[src/lree_pkg.sv]
// Shared types, parse tables and arithmetic helpers for the LR expression evaluator.
`timescale 1ns / 1ps
`default_nettype none
package lree_pkg;

  localparam int unsigned STACK_DEPTH_DEF = 64;
  localparam int unsigned MAX_RESULTS     = 64;
  localparam int unsigned QCW             = $clog2(MAX_RESULTS);
  localparam int unsigned DIV_STEPS       = 48;
  localparam int unsigned DCW             = $clog2(DIV_STEPS);
  localparam logic [3:0]  KIND_VALUE      = 4'd8;
  localparam logic signed [31:0] Q_MAX    = 32'sh7FFF_FFFF;
  localparam logic signed [31:0] Q_MIN    = 32'sh8000_0000;

  typedef enum logic [2:0] {
    TOK_END, TOK_PLUS, TOK_MINUS, TOK_TIMES, TOK_DIV, TOK_NUM, TOK_OPEN, TOK_CLOSE
  } tok_e;

  typedef enum logic [1:0] { RES_QUAD, RES_FINAL, RES_ERROR } res_e;

  typedef enum logic [2:0] { OP_ADD, OP_SUB, OP_MUL, OP_DIV, OP_NEG } op_e;

  typedef enum logic [2:0] {
    ERR_LEX, ERR_MISSING, ERR_PAREN, ERR_BADOP, ERR_OTHER
  } err_e;

  typedef enum logic [1:0] { ACT_ERR, ACT_SHIFT, ACT_ACC, ACT_RED } act_e;

  typedef enum logic [2:0] {
    RC_UNIT, RC_ADD, RC_SUB, RC_MUL, RC_DIV, RC_NEG, RC_PAREN
  } rcls_e;

  typedef enum logic [3:0] {
    S_IDLE, S_CHECK, S_ACT, S_ERRK, S_FAIL, S_RED, S_MUL, S_DIVGO, S_DIVW, S_WB, S_FLUSH
  } ctrl_state_e;

  typedef enum logic [3:0] {
    C_NONE, C_LOAD, C_DISC, C_SHIFT, C_ACC, C_FAIL, C_CALC, C_MULFIN,
    C_DIVGO, C_DIVFIN, C_WB, C_FLUSH
  } cmd_e;

  typedef struct packed {
    logic [2:0]        token_kind;
    logic              lexical_bad;
    logic signed [31:0] number_value;
  } token_t;

  typedef struct packed {
    logic [1:0]         result_kind;
    logic [2:0]         operation;
    logic signed [31:0] left_operand;
    logic signed [31:0] right_operand;
    logic signed [31:0] value_out;
    logic [2:0]         error_code;
    logic               last_of_run;
  } result_t;

  typedef struct packed {
    act_e       typ;
    logic [4:0] arg;
  } act_t;

  typedef struct packed {
    cmd_e       op;
    logic [2:0] code;
  } cmd_t;

  typedef struct packed {
    logic       disc;
    logic       tok_bad;
    logic       tok_end;
    logic       top_zero;
    act_e       act;
    logic       full;
    logic       short_stk;
    logic       goto_bad;
    rcls_e      rcls;
    logic       wb_emit;
    logic       emit_ok;
    logic       pend_v;
    logic       out_free;
    logic       div_done;
    logic [2:0] end_code;
    logic [2:0] tok_code;
  } stat_t;

  // SLR action table: shift target or rule number
  function automatic act_t act_f(input logic [4:0] st, input logic [2:0] kd);
    act_t a;
    a = '{ACT_ERR, 5'd0};
    case (st)
      5'd0, 5'd5, 5'd7, 5'd8, 5'd9, 5'd10, 5'd11: begin
        case (kd)
          TOK_MINUS: a = '{ACT_SHIFT, 5'd5};
          TOK_NUM:   a = '{ACT_SHIFT, 5'd6};
          TOK_OPEN:  a = '{ACT_SHIFT, 5'd7};
          default:   a = '{ACT_ERR, 5'd0};
        endcase
      end
      5'd1: begin
        case (kd)
          TOK_END:   a = '{ACT_ACC, 5'd0};
          TOK_PLUS:  a = '{ACT_SHIFT, 5'd8};
          TOK_MINUS: a = '{ACT_SHIFT, 5'd9};
          default:   a = '{ACT_ERR, 5'd0};
        endcase
      end
      5'd2, 5'd15, 5'd16: begin
        case (kd)
          TOK_TIMES: a = '{ACT_SHIFT, 5'd10};
          TOK_DIV:   a = '{ACT_SHIFT, 5'd11};
          default: begin
            if (st == 5'd2)       a = '{ACT_RED, 5'd4};
            else if (st == 5'd15) a = '{ACT_RED, 5'd2};
            else                  a = '{ACT_RED, 5'd3};
          end
        endcase
      end
      5'd3:         a = '{ACT_RED, 5'd7};
      5'd4, 5'd13:  a = '{ACT_RED, 5'd8};
      5'd6:         a = '{ACT_RED, 5'd10};
      5'd12:        a = '{ACT_RED, 5'd9};
      5'd14: begin
        case (kd)
          TOK_PLUS:  a = '{ACT_SHIFT, 5'd8};
          TOK_MINUS: a = '{ACT_SHIFT, 5'd9};
          TOK_CLOSE: a = '{ACT_SHIFT, 5'd19};
          default:   a = '{ACT_ERR, 5'd0};
        endcase
      end
      5'd17:        a = '{ACT_RED, 5'd5};
      5'd18:        a = '{ACT_RED, 5'd6};
      5'd19:        a = '{ACT_RED, 5'd11};
      default:      a = '{ACT_ERR, 5'd0};
    endcase
    return a;
  endfunction

  // goto table, bit 5 set when the entry exists
  function automatic logic [5:0] goto_f(input logic [4:0] st, input logic [1:0] lhs);
    logic [5:0] g;
    g = 6'd0;
    case (st)
      5'd0: begin
        case (lhs)
          2'd0: g = {1'b1, 5'd1};
          2'd1: g = {1'b1, 5'd2};
          2'd2: g = {1'b1, 5'd3};
          default: g = {1'b1, 5'd4};
        endcase
      end
      5'd5, 5'd10, 5'd11: begin
        case (lhs)
          2'd2: begin
            if (st == 5'd5)       g = {1'b1, 5'd12};
            else if (st == 5'd10) g = {1'b1, 5'd17};
            else                  g = {1'b1, 5'd18};
          end
          2'd3: g = {1'b1, 5'd4};
          default: g = 6'd0;
        endcase
      end
      5'd7, 5'd8, 5'd9: begin
        case (lhs)
          2'd0: g = (st == 5'd7) ? {1'b1, 5'd14} : 6'd0;
          2'd1: begin
            if (st == 5'd7)      g = {1'b1, 5'd2};
            else if (st == 5'd8) g = {1'b1, 5'd15};
            else                 g = {1'b1, 5'd16};
          end
          2'd2: g = {1'b1, 5'd3};
          default: g = {1'b1, 5'd4};
        endcase
      end
      default: g = 6'd0;
    endcase
    return g;
  endfunction

  function automatic logic [1:0] rule_len_f(input logic [3:0] r);
    case (r)
      4'd2, 4'd3, 4'd5, 4'd6, 4'd11: return 2'd3;
      4'd9:                          return 2'd2;
      default:                       return 2'd1;
    endcase
  endfunction

  function automatic logic [1:0] rule_lhs_f(input logic [3:0] r);
    case (r)
      4'd0, 4'd1, 4'd2, 4'd3, 4'd4: return 2'd0;
      4'd5, 4'd6, 4'd7:             return 2'd1;
      4'd8, 4'd9:                   return 2'd2;
      default:                      return 2'd3;
    endcase
  endfunction

  function automatic rcls_e rule_cls_f(input logic [3:0] r);
    case (r)
      4'd2:    return RC_ADD;
      4'd3:    return RC_SUB;
      4'd5:    return RC_MUL;
      4'd6:    return RC_DIV;
      4'd9:    return RC_NEG;
      4'd11:   return RC_PAREN;
      default: return RC_UNIT;
    endcase
  endfunction

  function automatic logic signed [31:0] sat33(input logic signed [32:0] x);
    if (x[32] != x[31]) return x[32] ? Q_MIN : Q_MAX;
    return x[31:0];
  endfunction

endpackage
`default_nettype wire

[src/lree_ctrl.sv]
// Controller: sequences each token through action lookup, reductions and result flush.
`timescale 1ns / 1ps
`default_nettype none
module lree_ctrl import lree_pkg::*; (
  input  wire logic  clk_i,
  input  wire logic  rst_ni,
  input  wire logic  in_valid_i,
  output logic       in_ready_o,
  input  wire stat_t stat_i,
  output cmd_t       cmd_o
);
  ctrl_state_e state_q, state_d;
  logic [2:0]  code_q, code_d;

  always_ff @(posedge clk_i or negedge rst_ni) begin
    if (!rst_ni) begin
      state_q <= S_IDLE;
      code_q  <= ERR_OTHER;
    end else begin
      state_q <= state_d;
      code_q  <= code_d;
    end
  end

  // next state
  always_comb begin
    state_d = state_q;
    code_d  = code_q;
    case (state_q)
      S_IDLE: if (in_valid_i) state_d = S_CHECK;
      S_CHECK: begin
        if (stat_i.disc) begin
          state_d = S_IDLE;
        end else if (stat_i.tok_bad) begin
          code_d  = ERR_LEX;
          state_d = S_FAIL;
        end else if (stat_i.tok_end && stat_i.top_zero) begin
          state_d = S_IDLE;
        end else begin
          state_d = S_ACT;
        end
      end
      S_ACT: begin
        case (stat_i.act)
          ACT_SHIFT: begin
            if (stat_i.full) begin
              code_d  = ERR_OTHER;
              state_d = S_FAIL;
            end else begin
              state_d = S_FLUSH;
            end
          end
          ACT_ACC: if (stat_i.emit_ok) state_d = S_FLUSH;
          ACT_RED: begin
            if (stat_i.short_stk) begin
              code_d  = ERR_OTHER;
              state_d = S_FAIL;
            end else begin
              state_d = S_RED;
            end
          end
          default: begin
            if (stat_i.tok_end) begin
              state_d = S_ERRK;
            end else begin
              code_d  = stat_i.tok_code;
              state_d = S_FAIL;
            end
          end
        endcase
      end
      S_ERRK: begin
        code_d  = stat_i.end_code;
        state_d = S_FAIL;
      end
      S_FAIL: if (stat_i.emit_ok) state_d = S_FLUSH;
      S_RED: begin
        if (stat_i.goto_bad) begin
          code_d  = ERR_OTHER;
          state_d = S_FAIL;
        end else if (stat_i.rcls == RC_MUL) begin
          state_d = S_MUL;
        end else if (stat_i.rcls == RC_DIV) begin
          state_d = S_DIVGO;
        end else begin
          state_d = S_WB;
        end
      end
      S_MUL:   state_d = S_WB;
      S_DIVGO: state_d = S_DIVW;
      S_DIVW:  if (stat_i.div_done) state_d = S_WB;
      S_WB:    if (!stat_i.wb_emit || stat_i.emit_ok) state_d = S_ACT;
      S_FLUSH: if (!stat_i.pend_v || stat_i.out_free) state_d = S_IDLE;
      default: state_d = S_IDLE;
    endcase
  end

  // outputs
  always_comb begin
    cmd_o.op   = C_NONE;
    cmd_o.code = code_q;
    in_ready_o = 1'b0;
    case (state_q)
      S_IDLE: begin
        in_ready_o = 1'b1;
        if (in_valid_i) cmd_o.op = C_LOAD;
      end
      S_CHECK: if (stat_i.disc) cmd_o.op = C_DISC;
      S_ACT: begin
        if ((stat_i.act == ACT_SHIFT) && !stat_i.full) cmd_o.op = C_SHIFT;
        else if ((stat_i.act == ACT_ACC) && stat_i.emit_ok) cmd_o.op = C_ACC;
      end
      S_FAIL:  if (stat_i.emit_ok) cmd_o.op = C_FAIL;
      S_RED:   if (!stat_i.goto_bad) cmd_o.op = C_CALC;
      S_MUL:   cmd_o.op = C_MULFIN;
      S_DIVGO: cmd_o.op = C_DIVGO;
      S_DIVW:  if (stat_i.div_done) cmd_o.op = C_DIVFIN;
      S_WB:    if (!stat_i.wb_emit || stat_i.emit_ok) cmd_o.op = C_WB;
      S_FLUSH: if (stat_i.pend_v && stat_i.out_free) cmd_o.op = C_FLUSH;
      default: cmd_o.op = C_NONE;
    endcase
  end
endmodule
`default_nettype wire
[config.mk]
export PLATFORM = sky130hd
export DESIGN_NAME = lree_ctrl
export DESIGN_NICKNAME = d
export VERILOG_FILES = /design/src/lree_pkg.sv /design/src/lree_ctrl.sv
export SDC_FILE = /design/constraint.sdc
export NUM_CORES = 1
export LEC_CHECK = 0
export BUFFER_PORTS_ARGS = -buffer_cell sky130_fd_sc_hd__buf_4
export CAP_MARGIN = 20
export CORE_ASPECT_RATIO = 1.2
export CORE_MARGIN = 3
export CORE_UTILIZATION = 51
export DETAILED_ROUTE_END_ITERATION = 16
export PLACE_DENSITY = 0.84
export SLEW_MARGIN = 20
export SYNTH_ARGS = -nofsm -noshare
export SYNTH_HDL_FRONTEND = slang
export SYNTH_SLANG_ARGS = --single-unit
[constraint.sdc]
create_clock -name clk_i -period 3.8 [get_ports clk_i]
set_clock_uncertainty 0.2 [all_clocks]
set_input_delay 0.38 -clock clk_i [delete_from_list [all_inputs] [get_ports clk_i]]
set_output_delay 0.38 -clock clk_i [all_outputs]
set_load 0.03 [all_outputs]
==> results.tsv, run 1 <==
stage	metric	value	unit
run_status	outcome	completed	
power_and_ir_drop	Comb power frac	62.9	%
power_and_ir_drop	leakage power	0.481	nW
logic_synthesis	top cells by area, synth	dfrtp_1 18%, nor2b_1 9.1%, mux2_4 5.5%	
routing	WL/cell	15.1	µm
clock_network	clk_lat worst skew	250	ps
clock_network	clk slew on worst S/H paths	60	ps
routing	1st-iter DRT viols	28	
final_layout	area grow syn2layout	33.9	%
logic_synthesis	syn_nets	133	
routing	number of remaining DRC errors	0	
logic_synthesis	syn avg cell area	7.72	µm²
routing	Via-to-Cell Ratio	6.33	
sta	Final Max Slew Viols	0	
global_routing	number of global-route vias before repair	909	
final_layout	Layout Nets	166	
clock_network	Root Buffer	clkbuf_4	
floorplanning	IO Pins	34	
global_routing	largest net degree at the start of global routing	19	
floorplanning	area of the core	1480	µm²
final_layout	ANT cells	0	
clock_network	clk sinks	7	
power_and_ir_drop	clock power share	10.4	%
power_and_ir_drop	internal power	0.334	mW
critical_path	CP Max Fanout	18	
critical_path	critical path class	register to output pin	
logic_synthesis	post-synthesis register bit count	7	
sta	Min Clock Period, post-route	2750	ps
placement	DP HPWL	1.89	mm
critical_path	required time of the critical path	3220	ps
global_routing	total gr overflow	0	
critical_path	Slowest-stage cell, CP	dfrtp_1	
routing	Detailed Route WL	2.35	mm
sta	achievable frequency	364	MHz
clock_network	Clock Tree Buf Depth	2	
critical_path	RR Startpoint	state_q[1]$_DFFE_PN0P_	
placement	pre-CTS setup slack	1370	ps
logic_synthesis	Synth top area share	18.2	%
final_layout	share of cells above drive strength 1	32.4	%
placement	final weighted congestion in routability-driven placement	0.875	
final_layout	final instance area	1110	µm²
critical_path	CP arrival	2170	ps
clock_network	Num CTS Buffers	3	
critical_path	CP startpoint kind	register	
sta	final setup violation count	0	
critical_path	Cell Chain, Critical Path	or4b_4 > nor2_1 > a22oi_1 > nand2b_1 > nand2_1 > buf_4	
global_routing	first-pass GRT wire length	4.02	mm
clock_network	Post-CTS Repair Setup Buffers	0	
sta	actual slew at the worst max-slew pin	512	ps
logic_synthesis	area of the mapped netlist	826	µm²
placement	Area after DPL	1070	µm²
sta	setup ws final	1050	ps
floorplanning	Die W	42.7	µm
sta	setup TNS	0	ps
power_and_ir_drop	sequential power share	26.7	%
floorplanning	Starting Density	55.7	%
sta	Worst slew margin	65.6	%
floorplanning	Die ar.	2140	µm²
floorplanning	Row Count	15	
global_routing	initial antenna violation count	0	
clock_network	CTS tree	built	
critical_path	launch point of the critical path	state_q[1]$_DFFE_PN0P_	
floorplanning	Die Height	50.1	µm
placement	port bufs	33	
power_and_ir_drop	sw frac	49.2	%
sta	RSZ-0062 raised after global routing	false	
power_and_ir_drop	Sw Pwr	0.324	mW
clock_network	H-tree depth	1	
logic_synthesis	yosys warns	0	
sta	Tcrit/Tclk final	72.3	%
routing	First-pass DRT Iterations	4	
global_routing	Total Routing Usage GR	24.2	%
routing	Vias	987	
logic_synthesis	Seq/Total Area, Yosys	21.4	%
hold_path	worst hold start	stat_i[7]	
critical_path	crit end category	output pin	
sta	final hold vios	0	
flow_run	max cap viols	0	
hold_path	Min-Delay Path Class	input port to register	
clock_network	hold-fix buffers at CTS	1	
power_and_ir_drop	Peak VDD IR	0.253	mV
critical_path	Max stage delay on crit path	660	ps
logic_synthesis	Mapped Cells	107	
logic_synthesis	largest area contributor in the netlist	dfrtp_1	
power_and_ir_drop	Power Density	595	nW/µm²
routing	post-route ant nets	0	
clock_network	PostCTS Resize Cnt	0	
logic_synthesis	Netlist cell types	38	
placed cells by master, fill, tap and decap left out, types with 4 or more instances in the layout:
master	netlist	layout
nand2_1	6	6
a211oi_1	5	5
nand3b_1	4	4
a21oi_1	5	5
nor2_1	10	10
dfrtp_1	6	6
o22ai_1	4	4
buf_4	0	33
nand2b_1	6	6
nor2b_1	12	12
o21ai_1	4	4
o21ai_0	7	7
through the flow:
step,power [mW],cells,util [%],hold slack (ps)
3_3_place_gp,0.578,151,72.2,-3.92
3_5_place_dp,0.586,151,72.2,-5.39
5_1_grt,0.708,156,74.6,270
4_1_cts,0.656,156,74.6,250
6_report,0.659,156,74.6,252
2_1_floorplan,0.454,107,-,-116
worst max-delay path: cells and delay by family (launching register included):
family | cells | cell delay (ps)
AOI/OAI and AO/OA | 1 | 90
buffers and inverters | 1 | 150
DFF | 1 | 660
and+or+nand+nor | 4 | 1010
state kept, by name, indices dropped and copies added, names as in the netlist:
| name | cells |
|---|---|
| code_q | 3 |
| state_q | 4 |
kinds of logic after synthesis:
logic type | after synthesis | synth area share (%)
muxes | 5 | 8.03
and+or+nand+nor | 52 | 38.9
buffers and inverters | 7 | 3.48
AOI/OAI and AO/OA | 36 | 28.2
DFF | 7 | 21.4
cell type report:
cell class                 instances  area [µm²]
fill                             120         377
timing repair buffer              34         258
sequential                         7         176
inverter                           1        3.75
tap                               17        21.3
multi-input combinational         93         621
clock buffer                       4        26.3
cell usage after synthesis (all sizes together):
library cell	number
inv	1
o21ai	11
nand2b	6
nor2b	13
dfrtp	6
o211a	1
a31oi	1
a211oi	5
a22oi	1
nand3	2
mux2i	1
or4b	2
nand2	6
nand3b	4
dfstp	1
mux2	4
a21oi	5
nor2	10
or2b	1
o211ai	2
o21a	1
buf	1
a311oi	1
or4	1
a22o	2
o22ai	4
clkbuf	5
or2	1
or3	1
nand4b	1
o311ai	2
nor3	4
metal layers:
metal	wire length, µm	up-vias	global-route usage (%)
met5	0	-	0
met4	29	0	7.25
met3	170	4	3.28
met2	1200	51	41.0
met1	952	466	31.1
li1	-	466	-
power by group through the flow:
stage	combinational (mW)	sequential [mW]	clock, mW
floorplan	0.299	0.155	0
global placement	0.409	0.169	0
detailed placement	0.411	0.175	0
CTS	0.414	0.174	0.0688
global route	0.450	0.186	0.0731
finish	0.415	0.176	0.0683
final timing paths:
check,end,slack [ps],cells past startpoint
setup / recovery,cmd_o[5],1050,6
hold / removal,state_q[1]$_DFFE_PN0P_,250,3
setup reg to reg,code_q[1]$_DFFE_PN0P_,1440,4
hold reg to reg,code_q[0]$_DFFE_PN0P_,330,1
max in group asynchronous,code_q[2]$_DFFE_PN1P_,2920,2
min in group asynchronous,code_q[1]$_DFFE_PN0P_,270,2
(Power assumes the default switching activity.)
==> run 2: changes to the inputs <==
--- a/config.mk
+++ b/config.mk
@@ -5,13 +5,14 @@
 export SDC_FILE = /design/constraint.sdc
 export NUM_CORES = 1
 export LEC_CHECK = 0
+export ABC_AREA = 1
 export BUFFER_PORTS_ARGS = -buffer_cell sky130_fd_sc_hd__buf_4
 export CAP_MARGIN = 20
 export CORE_ASPECT_RATIO = 1.2
 export CORE_MARGIN = 3
-export CORE_UTILIZATION = 51
+export CORE_UTILIZATION = 47
 export DETAILED_ROUTE_END_ITERATION = 16
-export PLACE_DENSITY = 0.84
+export PLACE_DENSITY = 0.78
 export SLEW_MARGIN = 20
 export SYNTH_ARGS = -nofsm -noshare
 export SYNTH_HDL_FRONTEND = slang
==> constraint.sdc (replaced) <==
create_clock -name clk_i -period 2.75 [get_ports clk_i]
set_clock_uncertainty 0.2 [all_clocks]
set_input_delay 0.275 -clock clk_i [delete_from_list [all_inputs] [get_ports clk_i]]
set_output_delay 0.275 -clock clk_i [all_outputs]
set_load 0.03 [all_outputs]
==> results.tsv, run 2 <==
stage	metric	value	unit	change
final_layout	FF/Latch Area	176	µm²	unchanged
floorplanning	IO Pins	34		unchanged
sta	Final Max Slew Viols	0		unchanged
logic_synthesis	xor/xnor share of the synthesized area	0	%	unchanged
final_layout	final instance area	1150	µm²	+3.8%
global_routing	initial antenna violation count	0		unchanged
logic_synthesis	Netlist cell types	19		-50%
global_routing	first-pass GRT wire length	4.07	mm	+1.4%
final_layout	most common cell after layout, fill and taps aside	nand2_1		
sta	final hold vios	0		unchanged
logic_synthesis	number of synthesized flops with an enable pin	0		unchanged
logic_synthesis	Synth top area share	21.4	%	+3.2 points
logic_synthesis	ys async rst share	100	%	unchanged
logic_synthesis	Synth Flop Type	dfrtp_1		
floorplanning	Die Height	52.3	µm	+4.5%
clock_network	clk slew on worst S/H paths	50	ps	about the same
final_layout	final core occ	69.1	%	-5.5 points
sta	final setup violation count	0		unchanged
sta	Min Clock Period, post-route	2070	ps	
final_layout	Layout Nets	216		+30%
logic_synthesis	mux cell area share after synthesis	0	%	-8.0 points
logic_synthesis	area of the mapped netlist	841	µm²	+1.8%
power_and_ir_drop	clock power share	9.4	%	-1.0 points
final_layout	area occupied by multi-input gates	582	µm²	-6.2%
logic_synthesis	syn avg cell area	5.57	µm²	-28%
logic_synthesis	synthesized-area fraction occupied by adder cells	0	%	unchanged
placement	port bufs	33		unchanged
critical_path	crit end category	output pin		
power_and_ir_drop	Comb power frac	70.1	%	+7.2 points
floorplanning	area of the core	1660	µm²	+12%
floorplanning	Die W	44.6	µm	+4.4%
placement	Area after DPL	1110	µm²	+3.9%
power_and_ir_drop	sw frac	54.2	%	+5.0 points
routing	Vias	1108		+12%
floorplanning	Starting Density	50.6	%	-5.1 points
final_layout	Reg with most FFs	state_q		
sta	actual slew at the worst max-slew pin	336	ps	-176 ps
sta	Worst slew margin	77.6	%	+12 points
sta	RSZ-0062 raised after global routing	false		
placement	pre-CTS setup slack	955	ps	-420 ps
logic_synthesis	commonest cells in the synthesized netlist	48 x nand2_1, 22 x nor2_1, 21 x inv_1, 21 x nand3_1, 7 x o21ai_0		
final_layout	share of cells above drive strength 1	28.0	%	-4.3 points
final_layout	Filler cells	170		+42%
critical_path	CP startpoint kind	register		
logic_synthesis	post-synthesis register bit count	7		unchanged
final_layout	most frequent cells in the layout	48 x nand2_1, 33 x buf_4, 22 x nor2_1		
floorplanning	Die ar.	2330	µm²	+9.1%
logic_synthesis	syn_nets	177		+33%
sta	setup ws final	677	ps	-376 ps
clock_network	Post-CTS Repair Setup Buffers	0		unchanged
logic_synthesis	count leader, synth	nand2_1		
routing	First-pass DRT Iterations	4		unchanged
routing	Via-to-Cell Ratio	5.35		-15%
sta	Tcrit/Tclk final	75.4	%	
logic_synthesis	yosys warns	0		unchanged
routing	post-route ant nets	0		unchanged
power_and_ir_drop	Peak VDD IR	0.512	mV	+100%
power_and_ir_drop	sequential power share	20.6	%	-6.1 points
sta	Hold WS	91.3	ps	-161 ps
logic_synthesis	largest area contributor in the netlist	nand2_1		
logic_synthesis	complex-gate fraction of the synthesized area	7.59	%	-21 points
clock_network	CTS tree	built		
logic_synthesis	post-synthesis simple-gate area fraction	61.6	%	+23 points
hold_path	Min-Delay Path Class	input port to register		
routing	Detailed Route WL	2.37	mm	+0.55%
power_and_ir_drop	internal power	0.435	mW	+30%
final_layout	area grow syn2layout	36.6	%	
power_and_ir_drop	Sw Pwr	0.515	mW	+59%
critical_path	CP Max Fanout	5		-13
floorplanning	Row Count	16		+1
power_and_ir_drop	leakage power	0.701	nW	+46%
flow_run	max cap viols	0		unchanged
global_routing	largest net degree at the start of global routing	9		-10
final_layout	Regs by FF count	state_q (4), code_q (3)		
routing	number of remaining DRC errors	0		unchanged
clock_network	Root Buffer	clkbuf_4		
clock_network	Num CTS Buffers	3		unchanged
run_status	outcome	completed		
clock_network	Clock Tree Buf Depth	2		unchanged
routing	1st-iter DRT viols	22		-21%
clock_network	clk_lat worst skew	250	ps	about the same
power_and_ir_drop	Power Density	827	nW/µm²	+39%
sta	achievable frequency	482	MHz	
global_routing	number of global-route vias before repair	1081		+19%
global_routing	Total Routing Usage GR	22.7	%	-1.5 points
clock_network	H-tree depth	1		unchanged
routing	WL/cell	11.4	µm	-24%
logic_synthesis	Seq/Total Area, Yosys	21.0	%	-0.38 points
logic_synthesis	largest family of logic cells by synthesized area	simple AND/OR/NAND/NOR gates		
critical_path	critical path class	register to output pin		
final_layout	number of flip-flops in the largest register	4		unchanged
critical_path	CP arrival	1600	ps	-570 ps
final_layout	ANT cells	0		unchanged
placement	DP HPWL	2.03	mm	+7.9%
sta	setup TNS	0	ps	unchanged
placement	final weighted congestion in routability-driven placement	0.935		+6.9%
clock_network	clk sinks	7		unchanged
logic_synthesis	Mapped Cells	151		+41%
logic_synthesis	top cells by area, synth	nand2_1 21%, dfrtp_1 18%, nand3_1 13%		
global_routing	total gr overflow	0		unchanged
critical_path	required time of the critical path	2280	ps	-940 ps
-- run 2: final timing paths --
| kind | from | end | slack, ps | cells after the start |
|---|---|---|---|---|
| hold / removal | stat_i[8] | state_q[1]$_DFFE_PN0P_ | 90 | 3 |
| setup / recovery | state_q[2]$_DFFE_PN0P_ | cmd_o[5] | 680 | 8 |
| min in group asynchronous | rst_ni | state_q[2]$_DFFE_PN0P_ | 170 | 2 |
| hold reg to reg | code_q[2]$_DFFE_PN1P_ | code_q[2]$_DFFE_PN1P_ | 270 | 2 |
| max in group asynchronous | rst_ni | code_q[2]$_DFFE_PN1P_ | 1970 | 2 |
| setup reg to reg | state_q[3]$_DFFE_PN0P_ | code_q[1]$_DFFE_PN0P_ | 1110 | 6 |
-- run 2: per-layer routing --
metal | vias to the layer above | global-route usage (%) | wire length, µm
met3 | 10 | 3.09 | 142
met5 | - | 0 | 0
met1 | 489 | 25.6 | 942
li1 | 559 | - | -
met4 | 0 | 10.6 | 95
met2 | 50 | 40.7 | 1190
-- run 2: repair_timing --
item / 4_1_cts / 5_1_grt
hold endpoints to repair: 7 / 0
hold buffers: 1 / 0
gates resized for setup: 0 / 0
-- run 2: logic make-up after synthesis --
kind of cell	count (synthesis)
and+or+nand+nor	111
buffers and inverters	22
AOI/OAI and AO/OA	11
DFF	7
-- run 2: stage by stage --
stage          power (mW)  cells
2_1_floorplan       0.648    151
3_5_place_dp        0.854    202
3_3_place_gp        0.850    202
4_1_cts             0.952    207
6_report            0.950    207
5_1_grt              1.04    207
-- run 2: worst max-delay path, cell delays in order (launching register included) --
cell	delay, ps
dfrtp_1	390
inv_1	170
nand2_2	100
nor2_4	140
nand2_2	110
nor2_1	170
nor2_1	60
nand2_1	50
buf_4	150
-- run 2: cell type report --
class / instances / area share (%)
multi-input cells: 122 / 50.7
repair buffers: 34 / 22.4
flip-flops and latches: 7 / 15.4
clock buffers: 3 / 1.96
inverters: 22 / 7.19
clock inverters: 1 / 0.436
well taps: 18 / 1.96
-- run 2: power groups by stage --
stage | registers, mW | logic [mW] | clock network, mW
after floorplan | 0.227 | 0.421 | 0
after global placement | 0.193 | 0.657 | 0
after detailed placement | 0.195 | 0.659 | 0
after CTS | 0.193 | 0.664 | 0.0940
after global routing | 0.204 | 0.739 | 0.0991
final | 0.196 | 0.666 | 0.0889
